File: src/hdl/sbsi_pkg.sv
// shared types and constants for the segment versus box slab test
package sbsi_pkg;

   localparam int COORD_FRAC_BITS = 16;
   localparam int AXES            = 3;
   localparam int COORD_W         = 32;
   localparam int SIZE_W          = 31;
   localparam int DIR_W           = COORD_W + 1;
   localparam int BOUND_W         = COORD_W + 1;
   localparam int NUM_W           = BOUND_W + 1;
   localparam int NMAG_W          = NUM_W + COORD_FRAC_BITS;
   localparam int DIV_W           = NMAG_W + 1;
   localparam int Q_W             = COORD_FRAC_BITS + 1;
   localparam int T_W             = Q_W + 2;
   localparam int PROD_W          = DIR_W + Q_W + 1;
   localparam int IDX_W           = 3;
   localparam int QDEPTH          = 4;
   localparam int QPTR_W          = 2;
   localparam int QCNT_W          = 3;

   localparam logic [IDX_W-1:0] REG_CENTER_X = 3'd0;
   localparam logic [IDX_W-1:0] REG_CENTER_Y = 3'd1;
   localparam logic [IDX_W-1:0] REG_CENTER_Z = 3'd2;
   localparam logic [IDX_W-1:0] REG_SIZE_X   = 3'd3;
   localparam logic [IDX_W-1:0] REG_SIZE_Y   = 3'd4;
   localparam logic [IDX_W-1:0] REG_SIZE_Z   = 3'd5;

   typedef struct packed {
      logic signed [COORD_W-1:0] start_x;
      logic signed [COORD_W-1:0] start_y;
      logic signed [COORD_W-1:0] start_z;
      logic signed [COORD_W-1:0] end_x;
      logic signed [COORD_W-1:0] end_y;
      logic signed [COORD_W-1:0] end_z;
   } req_type;

   typedef struct packed {
      logic                      hit;
      logic signed [COORD_W-1:0] point_x;
      logic signed [COORD_W-1:0] point_y;
      logic signed [COORD_W-1:0] point_z;
   } rsp_type;

   typedef struct packed {
      logic signed [BOUND_W-1:0] lo;
      logic signed [BOUND_W-1:0] hi;
   } bound_type;

   typedef bound_type [AXES-1:0] bound_set_type;

   typedef struct packed {
      logic signed [COORD_W-1:0] start;
      logic signed [DIR_W-1:0]   dir;
      logic signed [NUM_W-1:0]   num_lo;
      logic signed [NUM_W-1:0]   num_hi;
   } slab_type;

   typedef slab_type [AXES-1:0] slab_set_type;

   typedef struct packed {
      logic full;
      logic empty;
   } queue_status_type;

endpackage

File: src/hdl/sbsi_queue.sv
// short queue between front end and back end
module sbsi_queue (
   input  logic                       clock,
   input  logic                       reset,
   input  logic                       push,
   input  sbsi_pkg::slab_set_type     push_data,
   input  logic                       pop,
   output sbsi_pkg::slab_set_type     head,
   output sbsi_pkg::queue_status_type qstat
);
   import sbsi_pkg::*;

   slab_set_type       mem_ff [QDEPTH];
   logic [QPTR_W-1:0]  wr_ptr_ff, rd_ptr_ff;
   logic [QCNT_W-1:0]  count_ff;

   assign head        = mem_ff[rd_ptr_ff];
   assign qstat.full  = (count_ff == QCNT_W'(QDEPTH));
   assign qstat.empty = (count_ff == '0);

   always_ff @(posedge clock) begin
      if (push) begin
         mem_ff[wr_ptr_ff] <= push_data;
      end
   end

   always_ff @(posedge clock) begin
      if (reset) begin
         wr_ptr_ff <= '0;
         rd_ptr_ff <= '0;
         count_ff  <= '0;
      end else begin
         if (push) begin
            wr_ptr_ff <= wr_ptr_ff + 1'b1;
         end
         if (pop) begin
            rd_ptr_ff <= rd_ptr_ff + 1'b1;
         end
         if (push && !pop) begin
            count_ff <= count_ff + 1'b1;
         end else if (pop && !push) begin
            count_ff <= count_ff - 1'b1;
         end
      end
   end

endmodule

File: config.mk
export PLATFORM = sky130hd
export DESIGN_NAME = sbsi_queue
export DESIGN_NICKNAME = d
export VERILOG_FILES = /design/src/hdl/sbsi_pkg.sv /design/src/hdl/sbsi_queue.sv
export SDC_FILE = /design/constraint.sdc
export NUM_CORES = 1
export LEC_CHECK = 0
export BUFFER_PORTS_ARGS = -buffer_cell sky130_fd_sc_hd__buf_2
export CORE_MARGIN = 8
export CORE_UTILIZATION = 57
export DETAILED_ROUTE_END_ITERATION = 10
export GPL_ROUTABILITY_DRIVEN = 0
export HOLD_SLACK_MARGIN = 0.08
export PLACE_DENSITY = 0.77
export REMOVE_ABC_BUFFERS = 1
export SLEW_MARGIN = 20
export SYNTH_ARGS = -nofsm -noshare
export SYNTH_HDL_FRONTEND = slang
export SYNTH_SLANG_ARGS = --single-unit
File: constraint.sdc
create_clock -name clock -period 16.5 [get_ports clock]
set_input_delay 2.475 -clock clock [delete_from_list [all_inputs] [get_ports clock]]
set_output_delay 2.475 -clock clock [all_outputs]
set_load 0.05 [all_outputs]
---- Word level (Yosys, flattened, before mapping) ----
Memory sizes are Yosys's and may differ from the RTL's. A register that Yosys moved wholly into a read port is not among the register bits.
Index checks and enable logic that the tools add are counted.
operators by class
  reductions and logical operators ........ 6
  multiplexer cells ....................... 6
  equality and inequality tests ........... 1
  $add $sub $neg .......................... 4
operator list
  cell                   number
  $mux W3                2
  $add A2 B1 Y2 const B  2
  $mux W2                2
  $add A3 B1 Y3 const B  1
  $eq A3 B3 Y1 const B   1
  $logic_not A3 Y1       1
  $sub A3 B1 Y3 const B  1
  $logic_and A1 B1 Y1    2
  $logic_not A1 Y1       2
  $mux W1                2
  $reduce_bool A2 Y1     1
word-level totals
  input port bits ......................... 403
  output and inout bits ................... 401
  memories kept ........................... 1
  word-level logic and storage cells ...... 21
  RAM bits ................................ 1596
  flip-flop bits (word level) ............. 7
memories
  memory  depth  bits a word  read ports  clocked after Yosys merged registers in  write ports  RTL line          text
  mem_ff  4      399          1           1                                        1            sbsi_queue.sv:13  slab_set_type mem_ff [QDEPTH];

---- Logic depth before layout (Yosys ltp) ----
  depth in word-level cells ............... 4
  gate-level depth with buffers ........... 7
  gate-level depth less buffers ........... 7

---- Worst setup path after synthesis ----
No wires, ideal clock.
  kind .................................... input port to flip-flop
  start ................................... input push
  end ..................................... memory mem_ff[0][0] (netlist bit), enable pin
  setup time .............................. 812 ps
  setup slack ............................. 4240 ps
  path buffers ............................ 0
  stages on the path ...................... 1
  arrival ................................. 11448 ps
  data required time ...................... 15688 ps
  cells stage by stage .................... and2_1
on the way
  word-level cells in the longest chain between the ends .. 2
ends and longest elaborated chain
  element                        RTL line          text
  start, declared                sbsi_queue.sv:5   input logic push,
  $mux W1                        sbsi_queue.sv:22  if (push) begin
  $mux W1 (implied by the code)  sbsi_queue.sv:23  mem_ff[wr_ptr_ff] <= push_data;
  end, declared                  sbsi_queue.sv:13
Every way passes these cells.

==> results.md <==
* Seq/Total Area, Yosys at around 83%
* Final Max Tran Viols at 0
* Status: completed
* FF+latch area at a little under 50000 sq um
* Largest family of logic cells by synthesized area: multiplexers
* Initial Utilization at between 50 and 60%
* Die area at 112000 sq um
* Fillers at between 6000 and 7000
* CP peak stage delay at ~0.93 ns
* Final WS setup at 9.81 ns
* Cell with the most instances after synthesis: edfxtp_1
* DR DRC count at 0
* XOR/XNOR share of the synthesized area at 0.0756%
* Adder-cell share of the synthesized area at 0.143%
* Final Util at 67.6%
* CTS Buf Count at between 150 and 200
* Num ports at 804
* Clock latency on the worst-skew pair at between 0.7 and 0.8 ns
* Post CTS Setup Buffer Count at 0
* Setup tns final at 0 ns
* Synth area leaders: edfxtp_1 (83%), mux4_2 (16%), buf_6 (0.43%)
* Period utilisation layout at 40.6%
* Worst Path Max Fanout at between 150 and 200
* Final Hold Violating Endpoints at 0
* Compound-Gate Fraction of Synth Area at less than 1%
* CTS sink count at between 1500 and 2000
* Flop2flop setup slack at between 10 and 15 ns
* Number of port buffers at 803
* Nets@finish at 3438
* Initial antenna violation count at 84
* Synth top area share at 82.7%
* Total Wirelength at roughly 130000 um
* Share of layout cells above drive strength 1 at between 40% and 50%
* Slew @ Worst Pin at 1.21 ns
* Max IR drop VDD at 0.111 mV
* GR Util All Layers at 22.9%
* Chip width at 335 um
* Fraction of synthesized area in multiplexers at roughly 16%
* Dpl cells at ~4200
* Global route overflow at 0
* Area Growth Syn to Fin at 18.2%
* Clock-pin slew on the worst setup and hold paths at roughly 0.060 ns
* Worst-case clock skew at 0.0364 ns
* Main flop type after synthesis: edfxtp_1
* Power Density at 137 nW/um^2
* Largest net degree at the start of global routing at about 160
* Max-Cap Viols at 0
* H-tree lvl count at 4
* Die height at 335 um
* Min cycle time layout at 6.69 ns
* Cell at the slowest stage of the critical path: buf_4
* CTS resizes at 0
* CP Class: flop to output port
* Max_slew headroom at a little under a fifth
* DR vias at approximately 27000
* Via-to-Cell Ratio at approximately 5.8
* Cells after Synth at 2128
* DR iter-0 viols at 2194
* Fin cells at 4584
* DP Wirelength at 80800 um
* Root buffer cell: clkbuf_16
* Crit path arrival time at roughly 4.2 ns
* Syn avg cell area at 27.2 sq um
* Tot Pwr at 9.41 mW
* HP Class: flop to flop
* Synth Area in Simple Gates at 0.127%
* YS warnings at 0
* Final non-filler cell area at 68500 sq um
* CP Capture Type: output port
* Clk buf depth at 3
* Core Area at 101000 sq um
* Setup Slack @ Placement at 9.96 ns
* Hold buffers post-CTS at 0
* CTS tree: yes
* CP cell instances: buf_4, buf_12, mux4_2, buf_2
* Synthesized flop and latch total at 1605
* Hold slack at slightly above 0.5 ns
* Most frequent cells after synthesis: edfxtp_1 (1596), mux4_2 (399), buf_2 (31), buf_6 (22), clkbuf_1 (14)
* Cell variety after synth at 22
* Mapped cell area at between 50000 and 60000 sq um
* Cell Rows at 117
* Area of the multi-input gates at 9230 sq um
* First-pass GRT wire length at between 150000 and 200000 um
* Synth area leader: edfxtp_1
* FMAX at 0.149 GHz
* Critical Path RT at 14.03 ns
* Setup Viol. Count Final at 0
* RSZ-0062 raised after global routing: no
* DRT Pass-1 Iters at 5
* Asr flop ratio synth at 0%
* Final ANT Viol Nets at 0
* Leak Pwr at 22.7 nW
* Avg WL per Cell at roughly 29 um
* Post-synth EDFFs at roughly 1600
* Startpoint Class: flop
* Dpl cell area at 63400 sq um
* Vias in the first global route at approximately 28000
-- worst max-delay path: cells and delay by family (launching register included) --
kind	cells	cell delay [ns]
buffers and inverters	3	1.78
multiplexers	1	0.45
flip-flops	1	0.79
-- state kept, by name, summed over array words and instances, names as in the netlist, named ones only --
signal,flops
mem_ff,1596
count_ff,3
rd_ptr_ff,2
wr_ptr_ff,2
-- cells in the final DEF (no fill, tap or decap), drive strengths merged --
master / Yosys / routed
clkinvlp: 0 / 3
a21oi: 1 / 1
fa: 1 / 1
dfxtp: 9 / 9
nor3: 1 / 1
clkinv: 0 / 79
nor3b: 1 / 1
or3: 1 / 1
buf: 76 / 833
o21ai: 1 / 1
inv: 4 / 7
nand2: 1 / 1
xnor2: 2 / 2
mux2i: 2 / 2
xor2: 3 / 3
mux4: 399 / 399
and2: 4 / 4
nor2: 7 / 7
ha: 5 / 5
clkbuf: 14 / 187
bufinv: 0 / 6
diode: 0 / 67
edfxtp: 1596 / 1596
-- worst paths after layout --
| kind | start | end | cells after the start |
|---|---|---|---|
| setup / recovery | flop | head[69] | 4 |
| hold / removal | count_ff[2]$_SDFFE_PP0P_ | count_ff[2]$_SDFFE_PP0P_ | 2 |
| setup reg to reg | wr_ptr_ff[0]$_SDFFE_PP0P_ | mem_ff[1][66]$_DFFE_PP_ | 5 |
| hold reg to reg | count_ff[2]$_SDFFE_PP0P_ | count_ff[2]$_SDFFE_PP0P_ | 2 |
-- layout make-up --
cell class | instances | area share (%)
well taps | 1368 | 2.50
repair buffers | 833 | 6.46
inverters | 4 | 0.0219
flip-flops and latches | 1605 | 70.3
clock inverters | 91 | 1.15
diodes | 67 | 0.245
clock buffers | 187 | 5.87
multi-input cells | 429 | 13.5
-- cell families after synthesis --
| group | count (synthesis) |
|---|---|
| buf+inv | 94 |
| compound gates | 2 |
| simple gates | 15 |
| mux | 401 |
| flops | 1605 |
| fa+ha+maj | 6 |
| xor+xnor | 5 |
-- per-layer routing --
| layer | track usage (%) | vias up | part of all wire (%) |
|---|---|---|---|
| met3 | 7.33 | 292 | 8.8 |
| met4 | 12.8 | 38 | 4.4 |
| li1 | - | 11180 | - |
| met5 | 0 | - | 0.19 |
| met1 | 25.6 | 14027 | 33 |
| met2 | 39.0 | 1273 | 54 |
-- power breakdown --
group,internal [mW],total [mW],leakage (nW),switching [mW]
Clock,1.85,3.32,2.33,1.47
Combinational,0.374,1.34,5.68,0.967
Sequential,4.69,4.75,14.7,0.0533
Total,6.91,9.41,22.7,2.49
No activity file was read; power rests on OpenSTA's default activity.
