===== config.mk =====
export PLATFORM = sky130hd
export DESIGN_NAME = sbsi_front
export DESIGN_NICKNAME = d
export VERILOG_FILES = /design/src/hdl/sbsi_pkg.sv /design/src/hdl/sbsi_front.sv
export SDC_FILE = /design/constraint.sdc
export NUM_CORES = 1
export LEC_CHECK = 0
export BUFFER_PORTS_ARGS = -buffer_cell sky130_fd_sc_hd__buf_2
export CORE_AREA = 2 2 306 308
export DETAILED_ROUTE_END_ITERATION = 10
export DIE_AREA = 0 0 308 310
export MAX_ROUTING_LAYER = met4
export PLACE_DENSITY_LB_ADDON = 0.08
export SYNTH_ARGS = -nofsm -noshare
export SYNTH_HDL_FRONTEND = slang
export SYNTH_SLANG_ARGS = --single-unit

===== constraint.sdc =====
create_clock -name vclk -period 8.03
set_input_delay 1.2045 -clock vclk [all_inputs]
set_output_delay 1.2045 -clock vclk [all_outputs]
set_load 0.01 [all_outputs]

===== src/hdl/sbsi_pkg.sv =====
// shared types and constants for the segment versus box slab test
package sbsi_pkg;

   localparam int COORD_FRAC_BITS = 16;
   localparam int AXES            = 3;
   localparam int COORD_W         = 32;
   localparam int SIZE_W          = 31;
   localparam int DIR_W           = COORD_W + 1;
   localparam int BOUND_W         = COORD_W + 1;
   localparam int NUM_W           = BOUND_W + 1;
   localparam int NMAG_W          = NUM_W + COORD_FRAC_BITS;
   localparam int DIV_W           = NMAG_W + 1;
   localparam int Q_W             = COORD_FRAC_BITS + 1;
   localparam int T_W             = Q_W + 2;
   localparam int PROD_W          = DIR_W + Q_W + 1;
   localparam int IDX_W           = 3;
   localparam int QDEPTH          = 4;
   localparam int QPTR_W          = 2;
   localparam int QCNT_W          = 3;

   localparam logic [IDX_W-1:0] REG_CENTER_X = 3'd0;
   localparam logic [IDX_W-1:0] REG_CENTER_Y = 3'd1;
   localparam logic [IDX_W-1:0] REG_CENTER_Z = 3'd2;
   localparam logic [IDX_W-1:0] REG_SIZE_X   = 3'd3;
   localparam logic [IDX_W-1:0] REG_SIZE_Y   = 3'd4;
   localparam logic [IDX_W-1:0] REG_SIZE_Z   = 3'd5;

   typedef struct packed {
      logic signed [COORD_W-1:0] start_x;
      logic signed [COORD_W-1:0] start_y;
      logic signed [COORD_W-1:0] start_z;
      logic signed [COORD_W-1:0] end_x;
      logic signed [COORD_W-1:0] end_y;
      logic signed [COORD_W-1:0] end_z;
   } req_type;

   typedef struct packed {
      logic                      hit;
      logic signed [COORD_W-1:0] point_x;
      logic signed [COORD_W-1:0] point_y;
      logic signed [COORD_W-1:0] point_z;
   } rsp_type;

   typedef struct packed {
      logic signed [BOUND_W-1:0] lo;
      logic signed [BOUND_W-1:0] hi;
   } bound_type;

   typedef bound_type [AXES-1:0] bound_set_type;

   typedef struct packed {
      logic signed [COORD_W-1:0] start;
      logic signed [DIR_W-1:0]   dir;
      logic signed [NUM_W-1:0]   num_lo;
      logic signed [NUM_W-1:0]   num_hi;
   } slab_type;

   typedef slab_type [AXES-1:0] slab_set_type;

   typedef struct packed {
      logic full;
      logic empty;
   } queue_status_type;

endpackage


===== src/hdl/sbsi_front.sv =====
// front end: takes a segment and forms direction and slab numerators
module sbsi_front (
   input  logic                       req_valid,
   output logic                       req_stall,
   input  sbsi_pkg::req_type          req_data,
   input  sbsi_pkg::bound_set_type    bounds,
   input  sbsi_pkg::queue_status_type qstat,
   output logic                       push,
   output sbsi_pkg::slab_set_type     push_data
);
   import sbsi_pkg::*;

   logic signed [COORD_W-1:0] start_v [AXES];
   logic signed [COORD_W-1:0] end_v [AXES];

   assign req_stall = qstat.full;
   assign push      = req_valid && !qstat.full;

   always_comb begin
      start_v[0] = req_data.start_x;
      start_v[1] = req_data.start_y;
      start_v[2] = req_data.start_z;
      end_v[0]   = req_data.end_x;
      end_v[1]   = req_data.end_y;
      end_v[2]   = req_data.end_z;
      for (int i = 0; i < AXES; i++) begin
         push_data[i].start  = start_v[i];
         push_data[i].dir    = DIR_W'(end_v[i]) - DIR_W'(start_v[i]);
         push_data[i].num_lo = NUM_W'(bounds[i].lo) - NUM_W'(start_v[i]);
         push_data[i].num_hi = NUM_W'(bounds[i].hi) - NUM_W'(start_v[i]);
      end
   end

endmodule


* Word-level counts from Yosys, hierarchy flattened
Cells that the tools add are included.
W data, S select, Z words.
** Storage, ports and cells
- Bits in registers :: 0
- Bits of input ports :: 393
- Output and inout port bits :: 401
** Cells by class
- Add/subtract/negate cells :: 9
- Reductions and logical operators :: 2
** Operators by type and width (number)
- $sub A33 B32 Y34 :: 6
- $sub A32 B32 Y33 :: 3
- $logic_and A1 B1 Y1 :: 1
- $logic_not A1 Y1 :: 1

* Longest topological paths before layout
Gate-level depths: netlist of run 1.
- Depth in word-level cells :: 2
- Mapped depth :: 14
- Mapped depth without buffers :: 14

* Worst setup path after synthesis of run 1
Ideal clock, no wire load.
- Kind :: input to output
- Start :: input port req_data[129] in the netlist's numbering
- End :: output port push_data[198] in the netlist's numbering
- Arrival time :: 3.893 ns
- Setup slack :: 2.933 ns
- Stages :: 12
- Buffers on the path :: 0
- Cells stage by stage :: inv_1 ha_1 nor2b_1 o31a_1 o31a_1 o21a_1 a2111oi_4 o21ai_2 a2111oi_4 o21bai_1 a21oi_1 xnor2_1
** RTL lines
- start, declared :: RTL line sbsi_front.sv:5 : input sbsi_pkg::req_type req_data,
- end, declared :: RTL line sbsi_front.sv:9 : output sbsi_pkg::slab_set_type push_data

==> results.toml, run 1 <==
[detailed_routing]
drt-pass1-iter-count = 5
vias = 18800
drt_iter0_drc = 861
finalWirelength_um = 79700
routed_wire_length_per_instance_um = 19.2
ant_nets = 0
route.detailed.drc = 0
viasPerCell = 4.53

[final_layout]
count_of_sequential_standard_cells = 0
layout.core_utilization_pct = 22.1
layout-area-overhead-vs-synth_pct = 29.9
finalNetCount = 3627
seq_area_um2 = 0
clockBufferCount = 0
drive_gt1_share_pct = 27.9

[global_routing]
grt_pass1_wl_um = 115000
grt_overflow_total = 0
grt_antenna_before_repair = 29
global_route.usage.total_pct = 16.1
grt_start_max_net_pins = 10
grt_pass1_vias = 19000

[power]
leak_pwr_nw = 10.9
power-per-cell-area_nw_per_um2 = 102
design_power_total_mw = 2.09
vdd_drop_max_v = 0.0000318

[worst_setup_path]
peak_fanout_along_the_critical_path = 5
timing_worst_setup_path_type = "in2out"
worst-endpoint-arrival_ns = 4.89
worst_setup_path_start_kind = "primary input"
critical_path.endpoint_type = "output port"
timing.critical_path.required_ns = 6.83

[sta]
relSlewSlack_pct = 53.5
max_freq_ghz = 0.164
rsz0062_at_grt = "no"
worst-slew-pin-transition_ns = 0.680
fin_setup_tns_ns = 0
finalHoldViolations = 0
report.final.slew_viol_count = 0
period_share_pct = 75.8
total_of_endpoints_with_negative_setup_slack_in_the_final_report = 0
min_period_ns = 6.09

[yosys]
synth-warning-count = 0
cell_area_after_synthesis_um2 = 15700
synth.distinct_cells = 64
seq_area_frac_synth_pct = 0
syn-num-nets = 2958
avgSynthCellArea_um2 = 6.96
post_synth_inst_count = 2262

[floorplan]
die_width_um = 308
die_height_um = 310
io_pins = 794
initial_core_util_pct = 17.0
floorplan.die_area_um2 = 95500
rows = 112
core_area_um2 = 92500

[clock_tree]
cts_hold_repair.buffers = 0
number_of_buffers_added_for_setup_after_cts = 0
post_cts.resized_instances = 0

[hold_path]
min_delay_path_depth = 2
hold_path_end = "push_data[378]"
min_from = "req_data[107]"
hold_path_class = "in2out"

[outcome]
outcome = "completed"

[placement]
place.port_buffers = 793
place_hpwl_um = 73400
gp_congestion = 0.890

[job]
max_cap_viols = 0
how the worst max path moves through the flow:
stage             startpoint             end  slack [ns]  cells past startpoint
5_1_grt         req_data[96]  push_data[332]        1.65                     15
3_3_place_gp    req_data[96]  push_data[332]        1.93                     15
6_report       req_data[161]   push_data[65]        1.94                     14
4_1_cts         req_data[96]  push_data[332]        1.92                     15
2_1_floorplan  req_data[129]  push_data[198]        2.93                     12
3_5_place_dp    req_data[96]  push_data[332]        1.93                     15
stage by stage:
stage,hold WS (ns),area [um^2],instances,worst slack [ns]
floorplan,2.46,15700,2262,2.93
global placement,2.61,20400,4126,1.93
detailed placement,2.61,20400,4126,1.93
CTS,2.61,20400,4126,1.92
global route,2.62,20400,4150,1.65
finish,2.61,20500,4152,1.94
cell families after synthesis:
logic type                 count (synthesis)  share of synthesized area (%)
adders and majority gates                303                           24.5
and+or+nand+nor                          577                           18.1
buffers and inverters                    315                           9.83
AOI/OAI and AO/OA                        816                           33.6
xor gates and xnor gates                 251                           14.0
cells in the mapped netlist (14+ instances only):
library cell / n / share of area, %
sky130_fd_sc_hd__a211oi_1: 20 / 0.95
sky130_fd_sc_hd__a21o_1: 176 / 8.4
sky130_fd_sc_hd__a21oi_1: 241 / 7.7
sky130_fd_sc_hd__a31oi_1: 33 / 1.3
sky130_fd_sc_hd__and3_1: 29 / 1.2
sky130_fd_sc_hd__buf_4: 97 / 4.6
sky130_fd_sc_hd__clkbuf_1: 31 / 0.74
sky130_fd_sc_hd__ha_1: 294 / 23
sky130_fd_sc_hd__inv_1: 185 / 4.4
sky130_fd_sc_hd__nand2_1: 137 / 3.3
sky130_fd_sc_hd__nand2b_1: 44 / 1.7
sky130_fd_sc_hd__nand3_1: 44 / 1.4
sky130_fd_sc_hd__nand4_1: 35 / 1.4
sky130_fd_sc_hd__nor2_1: 146 / 3.5
sky130_fd_sc_hd__nor2b_1: 57 / 2.3
sky130_fd_sc_hd__nor3_1: 30 / 0.95
sky130_fd_sc_hd__o211ai_1: 19 / 0.91
sky130_fd_sc_hd__o21a_1: 52 / 2.5
sky130_fd_sc_hd__o21ai_0: 136 / 4.3
sky130_fd_sc_hd__o21bai_1: 36 / 1.7
sky130_fd_sc_hd__o31ai_1: 16 / 0.76
sky130_fd_sc_hd__or3_1: 14 / 0.56
sky130_fd_sc_hd__xnor2_1: 161 / 9.0
sky130_fd_sc_hd__xor2_1: 90 / 5.0
layout by cell type (no fill, tap or decap), types with 5 or more instances in the layout:
cell type / Yosys / layout
sky130_fd_sc_hd__xnor2_1: 161 / 161
sky130_fd_sc_hd__a221oi_1: 5 / 5
sky130_fd_sc_hd__nor3_1: 30 / 30
sky130_fd_sc_hd__o41ai_1: 5 / 5
sky130_fd_sc_hd__and2_1: 10 / 10
sky130_fd_sc_hd__and3_1: 29 / 29
sky130_fd_sc_hd__a311oi_1: 5 / 5
sky130_fd_sc_hd__o31a_1: 6 / 6
sky130_fd_sc_hd__buf_2: 1 / 793
sky130_fd_sc_hd__inv_1: 185 / 185
sky130_fd_sc_hd__or2_2: 7 / 7
sky130_fd_sc_hd__ha_1: 294 / 294
sky130_fd_sc_hd__o31ai_1: 16 / 16
sky130_fd_sc_hd__or3_1: 14 / 14
sky130_fd_sc_hd__a21oi_1: 241 / 241
sky130_fd_sc_hd__nand4_1: 35 / 35
sky130_fd_sc_hd__a211oi_1: 20 / 20
sky130_fd_sc_hd__a31oi_1: 33 / 33
sky130_fd_sc_hd__o21ai_0: 136 / 136
sky130_fd_sc_hd__a21o_1: 176 / 176
sky130_fd_sc_hd__and4_1: 8 / 8
sky130_fd_sc_hd__o2111ai_1: 5 / 5
sky130_fd_sc_hd__a31o_2: 5 / 5
sky130_fd_sc_hd__diode_2: 0 / 26
sky130_fd_sc_hd__o211ai_1: 19 / 19
sky130_fd_sc_hd__xor2_1: 90 / 90
sky130_fd_sc_hd__a2111oi_0: 10 / 10
sky130_fd_sc_hd__a21boi_0: 10 / 10
sky130_fd_sc_hd__fa_1: 9 / 9
sky130_fd_sc_hd__nand3_1: 44 / 44
sky130_fd_sc_hd__o21a_1: 52 / 52
sky130_fd_sc_hd__nor2_1: 146 / 146
sky130_fd_sc_hd__nor2b_1: 57 / 57
sky130_fd_sc_hd__nand2_1: 137 / 137
sky130_fd_sc_hd__nand2b_1: 44 / 44
sky130_fd_sc_hd__nor4_1: 7 / 7
sky130_fd_sc_hd__o21bai_1: 36 / 36
power breakdown:
| group | switching (mW) | internal (mW) | total [mW] |
|---|---|---|---|
| combinational | 1.24 | 0.850 | 2.09 |
| clock | 0 | 0.000000221 | 0.000000221 |
| sequential | 0 | 0 | 0 |
cell type report:
class,instances,area (um^2)
multi-input cells,1947,14200
well taps,1197,1500
inverters,185,694
fillers,10700,72000
repair buffers,797,4000
diodes,26,65.1
critical path, stage by stage:
cell and delay (ns):
sky130_fd_sc_hd__buf_2 0.12, sky130_fd_sc_hd__inv_1 0.23, sky130_fd_sc_hd__ha_1 0.28, sky130_fd_sc_hd__nor2b_1 0.12, sky130_fd_sc_hd__o21ai_0 0.25, sky130_fd_sc_hd__a21boi_0 0.21
sky130_fd_sc_hd__o211ai_1 0.34, sky130_fd_sc_hd__a211oi_1 0.16, sky130_fd_sc_hd__o31ai_1 0.61, sky130_fd_sc_hd__o21ai_0 0.43, sky130_fd_sc_hd__a311o_1 0.43, sky130_fd_sc_hd__a21oi_1 0.19
sky130_fd_sc_hd__xnor2_1 0.15, sky130_fd_sc_hd__buf_2 0.16
layer usage:
metal | up-vias | share of wire (%) | GRT usage [%]
li1 | 9493 | - | -
met1 | 8784 | 42 | 18.5
met2 | 506 | 51 | 29.4
met3 | 38 | 5.5 | 2.79
met4 | 0 | 1.3 | 2.68
met5 | - | 0 | -
(Power assumes the default switching activity.)
==> run 2, diff against run 1 <==
==> constraint.sdc (replaced) <==
create_clock -name vclk -period 5.78
set_input_delay 0.867 -clock vclk [all_inputs]
set_output_delay 0.867 -clock vclk [all_outputs]
set_load 0.01 [all_outputs]
==> run 2 against run 1 <==
Largest power group unchanged. Hold slack lost 0.67 ns. Critical path depth grew 1. Total power increased by 40%. Count of clock-buffer cells in the layout did not move. Combinational power rose by 40%. Worst setup slack got worse by 1.5 ns. Non-clock buffer count up 5.
==> results.toml, run 2 (synthesized netlist as in run 1, its figures left out) <==
[floorplan]
die_height_um = 310
initial_core_util_pct = 17.0
rows = 112
die_width_um = 308
core_area_um2 = 92500
io_pins = 794
floorplan.die_area_um2 = 95500

[global_routing]
grt_antenna_before_repair = 26
global_route.usage.total_pct = 15.9
grt_pass1_vias = 18800
grt_pass1_wl_um = 114000
grt_overflow_total = 0
grt_start_max_net_pins = 10

[final_layout]
layout.core_utilization_pct = 22.1
layout-area-overhead-vs-synth_pct = 30.1
most_frequent_cells_in_the_layout = "sky130_fd_sc_hd__buf_2, sky130_fd_sc_hd__ha_1, sky130_fd_sc_hd__a21oi_1, sky130_fd_sc_hd__inv_1, sky130_fd_sc_hd__a21o_1"
seq_area_um2 = 0
count_of_sequential_standard_cells = 0
nFillCells = 10700
finalNetCount = 3632
layout.cells.most_common = "sky130_fd_sc_hd__buf_2"
drive_gt1_share_pct = 28.0
final_cell_count_no_fill = 4152
clockBufferCount = 0

[worst_setup_path]
worst-endpoint-arrival_ns = 4.47
crit_buf_inv = 4
critical_path.slowest_cell = "sky130_fd_sc_hd__a211oi_1"
crit_path_max_incr_delay_ns = 0.48
timing_worst_setup_path_type = "in2out"
peak_fanout_along_the_critical_path = 4
critPathTopFamily = "compound AO/OA/AOI/OAI gates"
timing.critical_path.required_ns = 4.91
critical_path.endpoint_type = "output port"
worstPathCellList = "buf_2, inv_1, ha_1, inv_1, fa_1, a21o_1, a21oi_1, o21bai_1, a211oi_1, o311ai_0, a31o_2, a41o_1, nor2_1, xnor2_1, buf_2"
worst_setup_path_start_kind = "primary input"

[sta]
max_freq_ghz = 0.187
rsz0062_at_grt = "no"
min_period_ns = 5.34
worst-slew-pin-transition_ns = 1.01
relSlewSlack_pct = 32.0
fin_setup_tns_ns = 0
report.final.slew_viol_count = 0
total_of_endpoints_with_negative_setup_slack_in_the_final_report = 0
finalHoldViolations = 0
period_share_pct = 92.3

[detailed_routing]
finalWirelength_um = 79900
routed_wire_length_per_instance_um = 19.2
viasPerCell = 4.53
vias = 18800
route.detailed.drc = 0
drt-pass1-iter-count = 5
ant_nets = 0
drt_iter0_drc = 802

[power]
vdd_drop_max_v = 0.0000389
leak_pwr_nw = 10.9
power-per-cell-area_nw_per_um2 = 143

[placement]
gp_congestion = 0.899
placed_cells = 4131
place.port_buffers = 793
place_hpwl_um = 73300

[hold_path]
hold_path_class = "in2out"

[clock_tree]
post_cts.resized_instances = 0
number_of_buffers_added_for_setup_after_cts = 0
cts_hold_repair.buffers = 0

[outcome]
outcome = "completed"

[job]
max_cap_viols = 0
run 2: cell types whose count changed in the layout (fill, tap and decap cells not counted), sizes merged:
cell and delta:
buf +5, diode -5
run 2: power breakdown:
part / switching, mW / total (mW) / internal, mW / leakage (nW)
combinational: 1.74 / 2.92 / 1.19 / 10.9
sequential: 0 / 0 / 0 / 0
clock: 0 / 0.000000488 / 0.000000488 / 0.000133
total: 1.74 / 2.92 / 1.19 / 10.9
run 2: per-stage QoR:
step	hold slack, ns	instance area (um^2)	total power, mW	setup WS [ns]
final	1.93	20500	2.92	0.444
after global routing	1.94	20500	3.21	0.233
after CTS	1.93	20400	2.97	0.339
after detailed placement	1.93	20400	2.95	0.352
after global placement	1.93	20400	2.96	0.359
after floorplan	1.78	15700	1.78	1.36
run 2: final cells by class:
cell class                 count  area [um^2]  share of cell area, %
antenna                       21         52.6                  0.257
tap                         1197         1500                   7.31
timing repair buffer         802         4040                   19.7
multi-input combinational   1947        14200                   69.3
inverter                     185          694                   3.39
run 2: metal layers:
metal	global-route usage, %	up-vias	wire [um]
met5	-	-	0
met4	3.06	0	1290
met3	2.56	48	4480
met2	29.0	523	40700
met1	18.4	8728	33500
li1	-	9505	-
run 2: path summary, 6_finish.rpt:
check | start | endpoint | cells after the start
setup / recovery | bounds[66] | push_data[157] | 15
hold / removal | req_data[112] | push_data[383] | 2
