--- src/hdl/sbsi_pkg.sv ---
// shared types and constants for the segment versus box slab test
package sbsi_pkg;

   localparam int COORD_FRAC_BITS = 16;
   localparam int AXES            = 3;
   localparam int COORD_W         = 32;
   localparam int SIZE_W          = 31;
   localparam int DIR_W           = COORD_W + 1;
   localparam int BOUND_W         = COORD_W + 1;
   localparam int NUM_W           = BOUND_W + 1;
   localparam int NMAG_W          = NUM_W + COORD_FRAC_BITS;
   localparam int DIV_W           = NMAG_W + 1;
   localparam int Q_W             = COORD_FRAC_BITS + 1;
   localparam int T_W             = Q_W + 2;
   localparam int PROD_W          = DIR_W + Q_W + 1;
   localparam int IDX_W           = 3;
   localparam int QDEPTH          = 4;
   localparam int QPTR_W          = 2;
   localparam int QCNT_W          = 3;

   localparam logic [IDX_W-1:0] REG_CENTER_X = 3'd0;
   localparam logic [IDX_W-1:0] REG_CENTER_Y = 3'd1;
   localparam logic [IDX_W-1:0] REG_CENTER_Z = 3'd2;
   localparam logic [IDX_W-1:0] REG_SIZE_X   = 3'd3;
   localparam logic [IDX_W-1:0] REG_SIZE_Y   = 3'd4;
   localparam logic [IDX_W-1:0] REG_SIZE_Z   = 3'd5;

   typedef struct packed {
      logic signed [COORD_W-1:0] start_x;
      logic signed [COORD_W-1:0] start_y;
      logic signed [COORD_W-1:0] start_z;
      logic signed [COORD_W-1:0] end_x;
      logic signed [COORD_W-1:0] end_y;
      logic signed [COORD_W-1:0] end_z;
   } req_type;

   typedef struct packed {
      logic                      hit;
      logic signed [COORD_W-1:0] point_x;
      logic signed [COORD_W-1:0] point_y;
      logic signed [COORD_W-1:0] point_z;
   } rsp_type;

   typedef struct packed {
      logic signed [BOUND_W-1:0] lo;
      logic signed [BOUND_W-1:0] hi;
   } bound_type;

   typedef bound_type [AXES-1:0] bound_set_type;

   typedef struct packed {
      logic signed [COORD_W-1:0] start;
      logic signed [DIR_W-1:0]   dir;
      logic signed [NUM_W-1:0]   num_lo;
      logic signed [NUM_W-1:0]   num_hi;
   } slab_type;

   typedef slab_type [AXES-1:0] slab_set_type;

   typedef struct packed {
      logic full;
      logic empty;
   } queue_status_type;

endpackage

--- src/hdl/sbsi_csr.sv ---
// box configuration registers and registered slab bounds
module sbsi_csr (
   input  logic                           clock,
   input  logic                           reset,
   input  logic                           csr_valid,
   output logic                           csr_ready,
   input  logic [sbsi_pkg::IDX_W-1:0]     csr_index,
   input  logic [sbsi_pkg::COORD_W-1:0]   csr_data,
   output sbsi_pkg::bound_set_type        bounds
);
   import sbsi_pkg::*;

   logic signed [COORD_W-1:0] center_ff [AXES];
   logic [SIZE_W-1:0]         size_ff [AXES];
   bound_set_type             bounds_ff, bounds_in;

   assign csr_ready = 1'b1;
   assign bounds    = bounds_ff;

   always_ff @(posedge clock) begin
      if (reset) begin
         for (int i = 0; i < AXES; i++) begin
            center_ff[i] <= '0;
            size_ff[i]   <= '0;
         end
      end else if (csr_valid) begin
         case (csr_index)
            REG_CENTER_X: center_ff[0] <= csr_data;
            REG_CENTER_Y: center_ff[1] <= csr_data;
            REG_CENTER_Z: center_ff[2] <= csr_data;
            REG_SIZE_X:   size_ff[0]   <= csr_data[SIZE_W-1:0];
            REG_SIZE_Y:   size_ff[1]   <= csr_data[SIZE_W-1:0];
            REG_SIZE_Z:   size_ff[2]   <= csr_data[SIZE_W-1:0];
            default: ;
         endcase
      end
   end

   // floor halving of the extent, then center minus / plus half
   always_comb begin
      for (int i = 0; i < AXES; i++) begin
         bounds_in[i].lo = BOUND_W'(center_ff[i])
                           - $signed(BOUND_W'(size_ff[i] >> 1));
         bounds_in[i].hi = BOUND_W'(center_ff[i])
                           + $signed(BOUND_W'(size_ff[i] >> 1));
      end
   end

   always_ff @(posedge clock) begin
      if (reset) begin
         bounds_ff <= '0;
      end else begin
         bounds_ff <= bounds_in;
      end
   end

endmodule

--- config.mk ---
export PLATFORM = sky130hd
export DESIGN_NAME = sbsi_csr
export DESIGN_NICKNAME = d
export VERILOG_FILES = /design/src/hdl/sbsi_pkg.sv /design/src/hdl/sbsi_csr.sv
export SDC_FILE = /design/constraint.sdc
export NUM_CORES = 1
export LEC_CHECK = 0
export BUFFER_PORTS_ARGS = -buffer_cell sky130_fd_sc_hd__buf_4
export CORE_ASPECT_RATIO = 1.1
export CORE_UTILIZATION = 45
export CTS_BUF_LIST = sky130_fd_sc_hd__clkbuf_8 sky130_fd_sc_hd__clkbuf_16
export DETAILED_ROUTE_END_ITERATION = 16
export GPL_ROUTABILITY_DRIVEN = 0
export HOLD_SLACK_MARGIN = 0.05
export PLACE_DENSITY = 0.66
export SLEW_MARGIN = 20
export SYNTH_ARGS = -nofsm -noshare
export SYNTH_HDL_FRONTEND = slang
export SYNTH_SLANG_ARGS = --single-unit
--- constraint.sdc ---
create_clock -name clock -period 4.3 [get_ports clock]
set_input_delay 0.43 -clock clock [delete_from_list [all_inputs] [get_ports clock]]
set_output_delay 0.43 -clock clock [all_outputs]
set_load 0.01 [all_outputs]
* Word-level counts from Yosys, hierarchy flattened *
Memory sizes are Yosys's and may differ from the RTL's.
Cells that the tools add are included.

cells by class
  $add $sub $neg = 6
  equal/unequal tests = 5
  mux-type cells = 32
  bitwise operators = 6
  reductions and logical operators = 1

operators by type and width
  operator            count
  $add 32x31->33      3
  $sub 32x31->33      3
  $mux 32             3
  $mux 31             3
  $mux 1              26
  $eq 3x2->1 const B  2
  $eq 3x3->1 const B  2
  $or 1x1->1          6
  $eq 3x1->1 const B  1
  $logic_not 3->1     1

word-level totals
  register bits after elaboration = 198
  RAM bits = 189
  output and inout bits = 199
  logic and storage cells = 58
  memories = 2

memory list
  memory     depth  bits a word  rd ports  clocked after memory_dff  wr ports  line            RTL
  center_ff  3      32           3         0                         3         sbsi_csr.sv:13  logic signed [COORD_W-1:0] center_ff [AXES];
  size_ff    3      31           3         0                         3         sbsi_csr.sv:14  logic [SIZE_W-1:0] size_ff [AXES];

* Depth between registers and ports, before layout *
Gate-level depths: netlist (run 1).

  word-level depth = 6
  mapped depth = 12

* Least setup slack after synthesis (run 1) *
OpenSTA, ideal clock, no wires.

  path kind = input to register
  start point = input port csr_index[2] (netlist name)
  end point = memory center_ff[0][0] (enable)
  setup time = 470 ps
  arrival time = 3036 ps
  required time = 3830 ps
  setup slack = 793 ps
  cell stages on the path = 2
  path buffers = 0
  path through = nand2b_1 -> o31ai_1

RTL lines
  element      line            RTL
  from (decl)  sbsi_csr.sv:7   input logic [sbsi_pkg::IDX_W-1:0] csr_index,
  to (decl)    sbsi_csr.sv:13

==> results.md, run 1 <==
* Setup repair bufs after CTS at 0
* First drt pass iteration count at 5
* I/O pin count at ~240
* Synth cell types at 79
* Largest family of logic cells by synthesized area: compound AO/OA/AOI/OAI gates
* Synth Area in Compound Gates at 0.168
* Post-Syn Nets at 2455
* Most frequent cells in the layout: nor2_1, buf_4, dfxtp_1
* Critical R2R Launch: size_ff[0][32]
* Htree depth at 2
* Antenna-violating nets left at 0
* Max-Cap Viols at 0
* Hpwl dp at between 40000 and 50000 um
* # clock sinks at 381
* Yosys reg bits at 381
* Max-slew violations at 0
* Main flop type after synthesis: dfxtp_1
* Hold path startpoint: reset
* Power Total at 11.1 mW
* Placed Area at around 23000 um2
* Worst-path clk slew at 0.06 ns
* Ranking of synthesized cells by area: edfxtp_1, dfxtp_1, ha_1, nor2_1, a21oi_1
* Status: finished, final reports clean
* Commonest non-fill, non-tap cell in the layout: nor2_1
* Slew @ Worst Pin at 0.912 ns
* Worst VDD drop at around 0.26 mV
* WS Path Type: reg -> reg
* Setup crit end kind: flop
* Clock Skew at 0.0158 ns
* Number of global-route vias before repair at 16200
* Setup TNS Final at 0 ns
* Syn avg cell area at between 9 and 10 um2
* R2r setup slk at 0.76 ns
* Post-CTS sizing at 0
* Worst-Skew Late Latency at 0.56 ns
* FMAX at 283 MHz
* Antenna diodes at 0
* Post-synthesis simple-gate area fraction at 0.159
* YS warnings at 0
* Vias per cell at 5.53
* Synth Cell Area at 21100 um2
* Hold Crit Depth at 2
* Post-detailed-routing wire length at 56400 um
* Leakage at roughly 11 nW
* Sequential area share after synthesis at 0.449
* Synthesis-to-finish area growth at 17.0%
* Post-layout min period at 3.54 ns
* Final hold viol count at 0
* Final setup fails at 0
* FP Rows at between 80 and 90
* Post-synthesis mux area share at 0.0129
* Cell Pwr Density at 450 nW/um2
* WL/cell at 18.6 um
* Async S/R FF share, synth at 0
* Max clock buf depth at 3
* Worst hold slack at roughly 0.21 ns
* CTS tree: done
* Post-synth EDFFs at 186
* Critical path launch point type: flop
* Syn Inst Count at 2231
* Starting Density at 0.460
* Die ar. at 47800 um2
* Slew HR at 0.392
* RSZ-0062 raised after global routing: no
* Reg2reg end: bounds[96]
* CTS Root Cell: clkbuf_16
* Grt total ovfl at 0
* IO buf count at ~240
* Worst Hold End: bounds[156]
* Core area at 46000 um2
* Period utilization at 0.823
* Final core utilization at 0.538
* Share of cells above drive strength 1 at 0.147
* Arr. time, crit path at between 4 and 5 ns
* Post-Synth Adder-Cell Area at 0.112
* DR vias at 16800
* Hold Crit Class: in -> reg
* Area leader, netlist: edfxtp_1
* Die width at 209 um
* Share of the synthesized area in the top cell type at 0.264
* Drc violations at 0
* Hold Buf Count CTS at 0
* Synth Area in XOR/XNOR at 0.0473
* DRT iter0 DRCs at 1188
* Reg2Reg Depth at 11
* Nets at 2640
* Antenna violations before repair at 1
* Die H at 229 um
* Num CTS Buffers at around 40
* Finished Cell Area at 24700 um2
* Worst-path fanout max at 3
* Total track usage at 0.230
* Worst Path Required at 4.80 ns
* Largest net degree at the start of global routing at 90
* First-pass GRT wire length at 87000 um
-- per-stage QoR --
| stage | instances | setup slack [ns] |
|---|---|---|
| after floorplan | 2231 | 0.793 |
| after detailed placement | 2961 | 0.794 |
| after global routing | 3036 | 0.572 |
| after global placement | 2961 | 0.869 |
| after CTS | 3036 | 0.803 |
| final | 3036 | 0.762 |
-- cell usage after synthesis (all sizes together), types with 50 or more instances --
master	n
o21ai	86
edfxtp	186
xnor2	94
ha	180
inv	175
nor3	50
nand2	80
and2	68
dfxtp	195
a21oi	194
nor2	298
o21bai	53
clkbuf	86
-- final cells by class --
| cell class | count | area, um2 |
|---|---|---|
| Tap cell | 588 | 736 |
| Inverter | 175 | 657 |
| Timing Repair Buffer | 249 | 1870 |
| Fill cell | 4096 | 21200 |
| Clock buffer | 45 | 1080 |
| Multi-Input combinational cell | 1568 | 10600 |
| Clock inverter | 30 | 272 |
| Sequential cell | 381 | 9490 |
-- cells by family after synthesis --
family | Yosys count
AOI/OAI and AO/OA | 546
xor gates and xnor gates | 114
adders and majority gates | 186
buffers and inverters | 282
DFF | 381
muxes | 25
other | 1
and+or+nand+nor | 696
-- flip-flops by register name, indices dropped and copies added (netlist names) --
name	flops
size_ff	90
center_ff	96
bounds	195
-- routing by layer --
metal / GRT usage / up-vias / part of all wire
li1: - / 8167 / -
met1: 0.323 / 7849 / 0.46
met2: 0.353 / 642 / 0.44
met3: 0.0383 / 119 / 0.070
met4: 0.0894 / 2 / 0.033
met5: 0 / - / 0.00025
-- worst max-delay path by stage --
stage	slack (ns)	depth (start not counted)	from	to
floorplan	0.79	2	csr_index[2]	center_ff[0][0]
global placement	0.87	11	size_ff[0][64]	bounds[192]
detailed placement	0.79	11	size_ff[0][64]	bounds[194]
CTS	0.80	11	size_ff[0][64]	bounds[194]
global route	0.57	11	size_ff[0][32]	bounds[96]
finish	0.76	11	size_ff[0][32]	bounds[96]
-- critical path: stages (launching register included) --
cell and delay [ns]:
edfxtp_1 0.40, ha_1 0.25, fa_1 0.38, nor2b_1 0.18
o211ai_2 0.24, a211oi_1 0.17, o311ai_2 0.41, a31oi_1 0.22
a221oi_2 0.42, o311a_1 0.27, or4b_1 0.45, nand3_1 0.09
-- report_power, final --
| part | total, mW | switching [mW] | internal (mW) | leakage [nW] |
|---|---|---|---|---|
| clock | 3.51 | 1.45 | 2.06 | 0.690 |
| sequential | 4.50 | 0.228 | 4.27 | 3.43 |
| combinational | 3.11 | 1.81 | 1.30 | 6.54 |
| total | 11.1 | 3.48 | 7.64 | 10.7 |
(Power assumes the default switching activity.)
==> run 2, diff against run 1 <==
--- a/config.mk
+++ b/config.mk
@@ -12,7 +12,7 @@
 export DETAILED_ROUTE_END_ITERATION = 16
 export GPL_ROUTABILITY_DRIVEN = 0
 export HOLD_SLACK_MARGIN = 0.05
-export PLACE_DENSITY = 0.66
+export PLACE_DENSITY = 0.68
 export SLEW_MARGIN = 20
 export SYNTH_ARGS = -nofsm -noshare
 export SYNTH_HDL_FRONTEND = slang
==> constraint.sdc (replaced) <==
create_clock -name clock -period 3 [get_ports clock]
set_input_delay 0.3 -clock clock [delete_from_list [all_inputs] [get_ports clock]]
set_output_delay 0.3 -clock clock [all_outputs]
set_load 0.01 [all_outputs]
==> results.md, run 2 (synthesis gave the netlist of run 1 again) <==
* DR vias at 17800 (was 16800)
* Max-slew violations at 0 (unchanged)
* Routed wl met2 at 26800 um (was 24800 um)
* Hpwl dp at 44400 um (was 43100 um)
* WS Path Type: reg -> reg (unchanged)
* Fillcell total at 3956 (was 4096)
* WL met3 at 4450 um (was 3930 um)
* Worst Path Required at 3.45 ns (was 4.80 ns)
* Worst hold slack at 0.0924 ns (was 0.210 ns)
* Worst setup margin at -0.263 ns (was 0.762 ns)
* First-pass GRT wire length at 91400 um (was 87000 um)
* Hold Crit Class: in -> reg (unchanged)
* Final setup fails at 14 (was 0)
* Post-detailed-routing wire length at 59700 um (was 56400 um)
* # clock sinks at 381 (unchanged)
* IO buf count at 235 (unchanged)
* First drt pass iteration count at 8 (was 5)
* Worst-path clk slew at 0.07 ns (was 0.06 ns)
* Max layer used: met5 (unchanged)
* Most frequent cells in the layout: buf_4, nor2_1, dfxtp_1 (was nor2_1, buf_4, dfxtp_1)
* CP max stage cell: a2111o_1 (was or4b_1)
* Max-Cap Viols at 0 (unchanged)
* Placed cells at 3106 (was 2961)
* Status: finished, violations left (was finished, final reports clean)
* Worst VDD drop at 0.341 mV (was 0.265 mV)
* Critical path launch point type: flop (unchanged)
* Worst-Skew Late Latency at 0.57 ns (was 0.56 ns)
* Largest net degree at the start of global routing at 207 (was 90)
* RSZ-0062 raised after global routing: yes (was no)
* Die ar. at 47800 um2 (unchanged)
* Hold Buf Count CTS at 0 (unchanged)
* Clock Skew at 0.0158 ns (about the same)
* WL/cell at 18.6 um (about the same)
* Htree depth at 2 (unchanged)
* Total track usage at 0.241 (was 0.230)
* CP delay by family, top: compound AO/OA/AOI/OAI gates (unchanged)
* Reg2Reg Depth at 12 (was 11)
* Antenna violations before repair at 2 (was 1)
* Critical R2R Launch: size_ff[0][64] (was size_ff[0][32])
* Starting Density at 0.460 (unchanged)
* Antenna-violating nets left at 0 (unchanged)
* Post-layout min period at 3.26 ns (was 3.54 ns)
* Non-filler cells, final at 3205 (was 3036)
* Period utilization at 1.09 (was 0.823)
* Nets at 2813 (was 2640)
* Drc violations at 0 (unchanged)
* WP buf/inv at 2 (was 0)
* Metal-1 WL at 26200 um (was 25900 um)
* Grt total ovfl at 0 (unchanged)
* Reg2reg end: bounds[194] (was bounds[96])
* Critical-path cell list: inv_2, ha_4, nor2b_4, o31a_1, o311a_1, a2111o_1, and3_4, nor4_4, buf_4, o21ai_2, a211oi_2, mux2_4 (was ha_1, fa_1, nor2b_1, o211ai_2, a211oi_1, o311ai_2, a31oi_1, a221oi_2, o311a_1, or4b_1, nand3_1)
* DRT iter0 DRCs at 1292 (was 1188)
* Hold Crit Depth at 2 (unchanged)
* I/O pin count at 237 (unchanged)
* FP Rows at 82 (unchanged)
* FMAX at 306 MHz (was 283 MHz)
* Vias per cell at 5.54 (was 5.53)
* Cell Pwr Density at 618 nW/um2 (was 450 nW/um2)
* Leakage at 11.6 nW (was 10.7 nW)
* Slew HR at 0.363 (was 0.392)
* Arr. time, crit path at 3.71 ns (was 4.04 ns)
* Setup crit end kind: flop (unchanged)
* Slew @ Worst Pin at 0.956 ns (was 0.912 ns)
* Setup TNS Final at -1.55 ns (was 0 ns)
* Final hold viol count at 0 (unchanged)
* Commonest non-fill, non-tap cell in the layout: buf_4 (was nor2_1)
* Die H at 229 um (unchanged)
* Critical Path Max Stage Delay at 0.48 ns (was 0.45 ns)
* Max clock buf depth at 3 (unchanged)
* Failing checks: setup timing
* CTS tree: done (unchanged)
* Share of cells above drive strength 1 at 0.243 (was 0.147)
* R2r setup slk at -0.26 ns (was 0.76 ns)
* Hold path startpoint: csr_data[25] (was reset)
* Placed Area at 24500 um2 (was 23400 um2)
* Num CTS Buffers at 38 (was 41)
* Worst-path fanout max at 2 (was 3)
* Synthesis-to-finish area growth at 26.5% (was 17.0%)
* Finished Cell Area at 26700 um2 (was 24700 um2)
* CTS Root Cell: clkbuf_16 (unchanged)
* Number of global-route vias before repair at 16900 (was 16200)
* Max FFs per register at 195 (unchanged)
* Worst Hold End: center_ff[0][25] (was bounds[156])
* Die width at 209 um (unchanged)
* Core area at 46000 um2 (unchanged)
-- run 2: cell types whose count changed in the layout (fill, tap and decap cells not counted), sizes merged --
cell / change
inv: -3
clkinv: -1
diode: +1
buf: +176
clkbuf: -4
-- run 2: repair_timing --
action                                  4_1_cts  5_1_grt
endpoints found under the setup margin       29       76
pin swaps                                    33       72
resized for setup                            42      101
endpoints found under the hold margin         0        0
setup buffers                                12       22
-- run 2: worst register-to-register path, cell delays in order, from the launching register on --
cell and delay [ns]:
edfxtp_1 0.44, inv_2 0.11, ha_4 0.22, nor2b_4 0.13
o31a_1 0.25, o311a_1 0.34, a2111o_1 0.48, and3_4 0.18
nor4_4 0.22, buf_4 0.19, o21ai_2 0.06, a211oi_2 0.21
mux2_4 0.33
-- run 2: where the power goes --
group          switching, mW  internal, mW  total [mW]
Combinational           2.85          2.35        5.20
Sequential             0.329          6.12        6.45
Clock                   2.05          2.81        4.85
-- run 2: area by class of cell --
class	count	area, um2	area share
multi-input cells	1568	11300	0.423
flip-flops and latches	381	9490	0.355
repair buffers	425	3270	0.123
clock buffers	41	1010	0.0380
well taps	588	736	0.0275
inverters	175	657	0.0246
clock inverters	26	250	0.00937
diodes	1	2.50	0.0000937
-- run 2: per-stage QoR --
stage	setup slack (ns)	util	total power [mW]
6_report	-0.263	0.581	16.5
2_1_floorplan	-0.377	-	9.32
4_1_cts	-0.234	0.567	16.3
3_3_place_gp	-0.184	0.533	11.3
3_5_place_dp	-0.262	0.533	11.3
5_1_grt	-0.337	0.581	17.3
-- run 2: routing by layer --
layer  up-vias  GRT usage
met5         -          0
met4         4     0.0852
met3       157     0.0410
met2       777      0.381
met1      8312      0.332
li1       8510          -
-- run 2: worst max-delay path by stage --
stage,from,end,depth (start not counted)
after floorplan,csr_index[2],center_ff[0][0],2
after global routing,size_ff[0][64],bounds[194],12
after CTS,size_ff[0][64],bounds[192],11
final,size_ff[0][64],bounds[194],12
after global placement,size_ff[0][64],bounds[192],11
after detailed placement,center_ff[0][64],bounds[187],13
